`src/hw/rtl/bracket_packet_receiver_top_defines.svh`:
```
// Assertion macros for the bracket packet receiver.
// Included by bracket_packet_receiver_top; no other dependencies.
`ifndef BRACKET_PACKET_RECEIVER_TOP_DEFINES_SVH
`define BRACKET_PACKET_RECEIVER_TOP_DEFINES_SVH

// Same-cycle implication, disabled while reset is asserted.
`define BPR_ASSERT_NOW(lbl, clk, rst_n, ante, cons) \
  lbl: assert property (@(posedge clk) disable iff (!rst_n) (ante) |-> (cons)) \
    else $error("bracket packet receiver: same-cycle check failed");

// Next-cycle implication, disabled while reset is asserted.
`define BPR_ASSERT_NEXT(lbl, clk, rst_n, ante, cons) \
  lbl: assert property (@(posedge clk) disable iff (!rst_n) (ante) |=> (cons)) \
    else $error("bracket packet receiver: next-cycle check failed");

`endif

```
`src/hw/rtl/bpr_pkg.sv`:
```
// Shared constants and types for the bracket packet receiver.
// No dependencies; imported by bpr_ctrl, the top level and the testbench.
`default_nettype none

package bpr_pkg;

  localparam int unsigned STORE_DEPTH = 128;
  localparam int unsigned IDX_W       = $clog2(STORE_DEPTH);
  localparam int unsigned BYTE_W      = 8;

  // Request codes
  localparam logic [1:0] FN_RX   = 2'd0;
  localparam logic [1:0] FN_POLL = 2'd1;
  localparam logic [1:0] FN_ERR  = 2'd2;
  localparam logic [1:0] FN_READ = 2'd3;

  localparam logic [BYTE_W-1:0] OPEN_MARK  = 8'h5B;
  localparam logic [BYTE_W-1:0] CLOSE_MARK = 8'h5D;
  localparam logic [BYTE_W-1:0] TERMINATOR = 8'h00;

  localparam logic [IDX_W-1:0] LAST_IDX = IDX_W'(STORE_DEPTH - 1);

  typedef struct packed {
    logic              we;
    logic [IDX_W-1:0]  waddr;
    logic [BYTE_W-1:0] wdata;
    logic              re;
    logic [IDX_W-1:0]  raddr;
  } mem_req_t;

  typedef struct packed {
    logic flag_taken;
    logic packet_ready;
    logic receiving;
    logic rd_zero;     // read_byte forced to zero
  } ctrl_res_t;

endpackage

`default_nettype wire

```
`src/hw/rtl/bpr_ram.sv`:
```
// Generic single-port-write, single-port-read RAM with registered read.
// No dependencies.
`default_nettype none

module bpr_ram #(
  parameter int unsigned WIDTH = 8,
  parameter int unsigned DEPTH = 128
) (
  input  wire logic                     clk_i,
  input  wire logic                     we_i,
  input  wire logic [$clog2(DEPTH)-1:0] waddr_i,
  input  wire logic [WIDTH-1:0]         wdata_i,
  input  wire logic                     re_i,
  input  wire logic [$clog2(DEPTH)-1:0] raddr_i,
  output logic      [WIDTH-1:0]         rdata_o
);

  logic [WIDTH-1:0] mem_q [DEPTH];
  logic [WIDTH-1:0] rdata_q;

  always_ff @(posedge clk_i) begin
    if (we_i) begin
      mem_q[waddr_i] <= wdata_i;
    end
    if (re_i) begin
      rdata_q <= mem_q[raddr_i];
    end
  end

  assign rdata_o = rdata_q;

endmodule

`default_nettype wire

```
`src/hw/rtl/bpr_ctrl.sv`:
```
// Framing control: packet state, write pointer, ready flag, store requests.
// Depends on bpr_pkg.
`default_nettype none

module bpr_ctrl
  import bpr_pkg::*;
(
  input  wire logic              clk_i,
  input  wire logic              rst_ni,
  input  wire logic              fire_i,
  input  wire logic [1:0]        func_i,
  input  wire logic [BYTE_W-1:0] data_byte_i,
  input  wire logic [IDX_W-1:0]  read_index_i,
  output mem_req_t               mem_req_o,
  output ctrl_res_t              res_o,
  output logic [IDX_W-1:0]       widx_o
);

  logic             in_pkt_q, in_pkt_d;
  logic             rdy_q, rdy_d;
  logic [IDX_W-1:0] widx_q, widx_d;
  logic             z0_q, z0_d;   // entry 0 still holds its reset zero
  mem_req_t         req;
  logic             taken;

  always_comb begin
    in_pkt_d  = in_pkt_q;
    rdy_d     = rdy_q;
    widx_d    = widx_q;
    req       = '0;
    taken     = 1'b0;
    unique case (func_i)
      FN_RX: begin
        if (!in_pkt_q) begin
          if (data_byte_i == OPEN_MARK && !rdy_q) begin
            in_pkt_d = 1'b1;
            widx_d   = '0;
          end
        end else if (data_byte_i == CLOSE_MARK) begin
          in_pkt_d  = 1'b0;
          rdy_d     = 1'b1;
          req.we    = 1'b1;
          req.waddr = widx_q;
          req.wdata = TERMINATOR;
        end else if (widx_q != LAST_IDX) begin
          req.we    = 1'b1;
          req.waddr = widx_q;
          req.wdata = data_byte_i;
          widx_d    = widx_q + 1'b1;
        end else begin
          // overflow: abort and clear entry 0
          in_pkt_d  = 1'b0;
          widx_d    = '0;
          req.we    = 1'b1;
          req.waddr = '0;
          req.wdata = TERMINATOR;
        end
      end
      FN_POLL: begin
        taken = rdy_q;
        rdy_d = 1'b0;
      end
      FN_ERR: begin
        in_pkt_d  = 1'b0;
        widx_d    = '0;
        req.we    = !rdy_q;
        req.waddr = '0;
        req.wdata = TERMINATOR;
      end
      FN_READ: begin
        req.re    = 1'b1;
        req.raddr = read_index_i;
      end
      default: ;
    endcase
  end

  assign z0_d = z0_q && !(fire_i && req.we && req.waddr == '0);

  always_ff @(posedge clk_i or negedge rst_ni) begin
    if (!rst_ni) begin
      in_pkt_q <= 1'b0;
      rdy_q    <= 1'b0;
      widx_q   <= '0;
      z0_q     <= 1'b1;
    end else begin
      z0_q <= z0_d;
      if (fire_i) begin
        in_pkt_q <= in_pkt_d;
        rdy_q    <= rdy_d;
        widx_q   <= widx_d;
      end
    end
  end

  always_comb begin
    mem_req_o    = req;
    mem_req_o.we = req.we && fire_i;
    mem_req_o.re = req.re && fire_i;
  end

  assign res_o.flag_taken   = taken;
  assign res_o.packet_ready = rdy_d;
  assign res_o.receiving    = in_pkt_d;
  assign res_o.rd_zero      = !req.re || (read_index_i == '0 && z0_q);
  assign widx_o             = widx_q;

endmodule

`default_nettype wire

```
`src/hw/rtl/bracket_packet_receiver_top.sv`:
```
// Bracket packet receiver, top level: control, packet store and result register.
// Depends on bpr_pkg, bpr_ctrl, bpr_ram and bracket_packet_receiver_top_defines.svh.
//
// Frames packets opened by '[' and closed by ']' from a stream of requests
// (received byte, poll-and-clear of the ready flag, error recovery, store
// read). Each request yields exactly one result. A request is accepted
// every cycle while the result register is empty or being emptied in the
// same cycle, so the sustained rate is one request per clock; the result is
// valid in the cycle after acceptance. The packet state (flags and write
// pointer) sits in flops, the payload in a 128 x 8 RAM with a registered
// read port: a store read is issued on acceptance and its data lands
// alongside the result register, and the RAM data only changes when a new
// read request is taken, so it holds while the result is stalled. Entry 0
// reads as zero until first written, tracked by a single flag; no clearing
// pass is needed after reset.
`default_nettype none
`include "bracket_packet_receiver_top_defines.svh"

module bracket_packet_receiver_top
  import bpr_pkg::*;
(
  input  wire logic              clk_i,
  input  wire logic              rst_ni,
  input  wire logic              in_valid_i,
  output logic                   in_ready_o,
  input  wire logic [1:0]        func_i,
  input  wire logic [BYTE_W-1:0] data_byte_i,
  input  wire logic [IDX_W-1:0]  read_index_i,
  output logic                   out_valid_o,
  input  wire logic              out_ready_i,
  output logic                   flag_taken_o,
  output logic      [BYTE_W-1:0] read_byte_o,
  output logic                   packet_ready_o,
  output logic                   receiving_o
);

  logic             fire;
  mem_req_t         mem_req;
  ctrl_res_t        res;
  ctrl_res_t        res_q;
  logic             out_valid_q, out_valid_d;
  logic [BYTE_W-1:0] ram_rdata;
  logic [IDX_W-1:0] widx;

  // Result register frees up in the cycle it is taken.
  assign in_ready_o = !out_valid_q || out_ready_i;
  assign fire       = in_valid_i && in_ready_o;

  bpr_ctrl u_ctrl (
    .clk_i        (clk_i),
    .rst_ni       (rst_ni),
    .fire_i       (fire),
    .func_i       (func_i),
    .data_byte_i  (data_byte_i),
    .read_index_i (read_index_i),
    .mem_req_o    (mem_req),
    .res_o        (res),
    .widx_o       (widx)
  );

  bpr_ram #(
    .WIDTH (BYTE_W),
    .DEPTH (STORE_DEPTH)
  ) u_store (
    .clk_i   (clk_i),
    .we_i    (mem_req.we),
    .waddr_i (mem_req.waddr),
    .wdata_i (mem_req.wdata),
    .re_i    (mem_req.re),
    .raddr_i (mem_req.raddr),
    .rdata_o (ram_rdata)
  );

  assign out_valid_d = fire || (out_valid_q && !out_ready_i);

  always_ff @(posedge clk_i or negedge rst_ni) begin
    if (!rst_ni) begin
      out_valid_q <= 1'b0;
    end else begin
      out_valid_q <= out_valid_d;
    end
  end

  // payload, no reset needed
  always_ff @(posedge clk_i) begin
    if (fire) begin
      res_q <= res;
    end
  end

  assign out_valid_o    = out_valid_q;
  assign flag_taken_o   = res_q.flag_taken;
  assign packet_ready_o = res_q.packet_ready;
  assign receiving_o    = res_q.receiving;
  assign read_byte_o    = res_q.rd_zero ? '0 : ram_rdata;

  // Store writes land either at the write pointer or at entry 0.
  `BPR_ASSERT_NOW(a_waddr_legal, clk_i, rst_ni, mem_req.we, (mem_req.waddr == widx) || (mem_req.waddr == '0))
  // A store read and a store write are never requested together.
  `BPR_ASSERT_NOW(a_no_rw_clash, clk_i, rst_ni, mem_req.we, !mem_req.re)
  // A store request is only issued for an accepted request.
  `BPR_ASSERT_NOW(a_mem_on_fire, clk_i, rst_ni, mem_req.we || mem_req.re, fire)
  // A stalled store read result keeps its RAM read data.
  `BPR_ASSERT_NEXT(a_rdata_hold, clk_i, rst_ni, out_valid_q && !out_ready_i && !res_q.rd_zero, $stable(ram_rdata))

endmodule

`default_nettype wire

```
`config.mk`:
```
export PLATFORM = sky130hd
export DESIGN_NAME = bracket_packet_receiver_top
export DESIGN_NICKNAME = d
export VERILOG_FILES = /design/src/hw/rtl/bpr_pkg.sv /design/src/hw/rtl/bpr_ram.sv /design/src/hw/rtl/bpr_ctrl.sv /design/src/hw/rtl/bracket_packet_receiver_top.sv
export VERILOG_INCLUDE_DIRS = /design/src /design/src/hw/rtl
export SDC_FILE = /design/constraint.sdc
export NUM_CORES = 1
export LEC_CHECK = 0
export BUFFER_PORTS_ARGS = -buffer_cell sky130_fd_sc_hd__buf_2
export CAP_MARGIN = 20
export CORE_ASPECT_RATIO = 1.1
export CORE_UTILIZATION = 56
export CTS_CLUSTER_DIAMETER = 80
export DETAILED_ROUTE_END_ITERATION = 8
export PLACE_DENSITY_LB_ADDON = 0.1
export RECOVER_POWER = 50
export SETUP_SLACK_MARGIN = 0.05
export SLEW_MARGIN = 20
export SYNTH_ARGS = -nofsm -noshare
export SYNTH_HDL_FRONTEND = slang
export SYNTH_HIERARCHICAL = 1
export SYNTH_SLANG_ARGS = --single-unit
```
`constraint.sdc`:
```
create_clock -name clk_i -period 4.1 [get_ports clk_i]
set_input_delay 0.82 -clock clk_i [delete_from_list [all_inputs] [get_ports clk_i]]
set_output_delay 0.82 -clock clk_i [all_outputs]
set_load 0.02 [all_outputs]
```
==> results_dict.tcl <==
set metrics [dict create \
    rsz0062_at_grt "false" \
    drtPass1Iterations 5 \
    grt_pass1_wl_mm 138 \
    fp.dieW_um 260 \
    reg2reg_depth 8 \
    design_area_um2 47000 \
    finalSetupTns_ns 0 \
    yosysWarnings 6 \
    seq_power_share 0.551 \
    pre_cts_ws_ns 0.128 \
    status "finished with violations" \
    ant_nets 0 \
    post_dp_cell_area_um2 43900 \
    path_clk_slew_ns 0.06 \
    grt_pass1_vias 19827 \
    power_frac_clock 0.429 \
    largest_register "u_store/mem_q" \
    synth_edf_count 1036 \
    synth-seq-area-share 0.767 \
    fmax_mhz 265 \
    antenna_found_initial 4 \
    relSlewSlack -0.307 \
    clk_latency_ns 0.65 \
    grt_max_degree 89 \
    synth.most_common_cell "edfxtp_1" \
    areaGrowthSynthToFinish_pct 14.7 \
    tightest_slew_ns 1.96 \
    synth_top_area_frac 0.760 \
    cts-resized-gates 0 \
    final_util 0.652 \
    min_period_over_period 0.921 \
    yosys_register_bits 1047 \
    critPathMaxFanout 11 \
    power_switching_mw 4.06 \
    synth_commonest_cells "edfxtp_1, mux4_2, nor2_1" \
    fin_nets 2046 \
    cts_max_path_buffers 3 \
    largest_reg_flops 1024 \
    synth_top_cell_by_area "edfxtp_1" \
    dpl.hpwl_mm 59.8 \
    hold_viol_final 0 \
    top_level_ports 34 \
    syn_nets 1788 \
    violations "capacitance limit, slew limit" \
    synthArstFlopShare 0.0105 \
    crit_arrival_ns 4.05 \
    wl_per_cell_um 30.9 \
    globalplace.congestion 0.808 \
    avgSynthCellArea_um2 23.2 \
    setup.worst_path.start_class "flop" \
    cts.sinks 1047 \
    cts_tree "built" \
    hold_class "input port to async pin" \
    netlist_area_um2 40900 \
    maxCapViolations 5 \
    grt_overflow_total 0 \
    via_per_inst 6.38 \
    slowest_stage "nor2_1" \
    rows 103 \
    slowest_delay_ns 0.70 \
    fin_crit_ns 3.77 \
    setup_viol 0 \
    power_density_nw_per_um2 448 \
    worstPathCellList "nand2b_2 -> and2_0 -> nand2_1 -> a21oi_1 -> clkbuf_1 -> nand3_1 -> buf_4 -> nor2_1" \
    vias 19484 \
    cts_setup_buffers 0 \
    p_sw_frac 0.193 \
    combPwrFrac 0.020 \
    layout_setup_ws_ns 0.326 \
    antenna_cells 0 \
    drive_gt1_frac 0.345 \
    routed_wl_mm 94.3 \
    grt.total_usage 0.262 \
    final.setup_skew_ns 0.0164 \
    cts-root-buf "clkbuf_16" \
    numCtsBuffers 101 \
    initial_core_util 0.568 \
    ys.flop_type "edfxtp_1" \
    core_area_um2 72000 \
    syn_inst 1766 \
    end_kind "flop" \
    p_int_mw 17.0 \
    synth.distinct_cells 49 \
    crit_type "flop to flop" \
    fp.dieH_um 286 \
    hold_buffers 0 \
    cts_max_level 3 \
    required_ns 4.37 \
    drc 0 \
    irDropWorstVdd_mv 0.375 \
    synthTopCellsByArea "edfxtp_1, mux4_2, nor2_1" \
    drt_iter0_drc 2108 \
    die_area_um2 74200 \
    final_max_slew_viol_count 167 \
    p_leak_nw 17.3 \
    io_buffers 33 \
]
## final timing paths
| check | end | slack, ns | from |
|---|---|---|---|
| setup / recovery | u_store/mem_q[1][7] | 0.33 | out_valid_o |
| hold reg to reg | u_ctrl/z0_q | 0.52 | u_ctrl/z0_q |
| hold / removal | out_valid_o | 0.22 | rst_ni |
| min in group clk_i | out_valid_o | 0.39 | in_valid_i |
| setup reg to reg | u_store/mem_q[1][7] | 0.33 | out_valid_o |
| max in group asynchronous | u_ctrl/widx_o[3] | 3.40 | rst_ni |
## cell type report
| cell class | count | area, µm² |
|---|---|---|
| Fill cell | 4670 | 25100 |
| Tap cell | 945 | 1180 |
| Inverter | 5 | 18.8 |
| Timing Repair Buffer | 252 | 2090 |
| Clock buffer | 131 | 2700 |
| Clock inverter | 55 | 504 |
| Multi-Input combinational cell | 617 | 9060 |
| Sequential cell | 1047 | 31400 |
## through the flow
| stage | power, mW | instances | hold WS (ns) |
|---|---|---|---|
| final | 21.0 | 3052 | 0.219 |
| after global routing | 21.6 | 3052 | 0.228 |
| after CTS | 21.2 | 3052 | 0.0351 |
| after detailed placement | 12.2 | 2866 | 0.495 |
| after global placement | 12.2 | 2866 | 0.493 |
| after floorplan | 12.1 | 1766 | 0.463 |
## layout by cell type, fill, tap and decap left out, drive strengths merged, types with 15 or more instances in the layout
cell | Yosys | routed
edfxtp | 1036 | 1036
and2 | 16 | 16
nor2b | 15 | 15
nor2 | 127 | 127
nand2 | 24 | 24
clkinv | 0 | 36
buf | 50 | 225
clkbuf | 47 | 158
mux4 | 336 | 336
nand3 | 16 | 16
## layer usage
layer	part of all wire	GRT usage	wire (µm)
met1	0.41	0.397	39100
met2	0.48	0.403	45300
met3	0.085	0.0457	8000
met4	0.020	0.0666	1870
met5	0	0	0
## power by group through the flow
| stage | Combinational, mW | Clock (mW) | Sequential [mW] |
|---|---|---|---|
| after detailed placement | 0.423 | 0 | 11.8 |
| after CTS | 0.424 | 9.17 | 11.6 |
| after floorplan | 0.265 | 0 | 11.8 |
| after global placement | 0.421 | 0 | 11.8 |
| after global routing | 0.434 | 9.53 | 11.6 |
| final | 0.411 | 9.03 | 11.6 |
## cells by family (layout without fill, tap and decap cells)
family | after synthesis | count (layout) | synth area share
AOI/OAI and AO/OA | 19 | 19 | 0.00422
adders and majority gates | 1 | 1 | 0.000306
buffers and inverters | 102 | 443 | 0.0116
DFF | 1047 | 1047 | 0.767
muxes | 345 | 345 | 0.187
and+or+nand+nor | 252 | 252 | 0.0298
## worst max-delay path: cells and delay by family, from the launching register on
family                 cells  cell delay (ns)
AND/OR/NAND/NOR            5             1.63
buffers and inverters      2             0.84
AO/OA/AOI/OAI              1             0.52
flip-flops                 1             0.39
No activity file was read; power rests on OpenSTA's default activity.
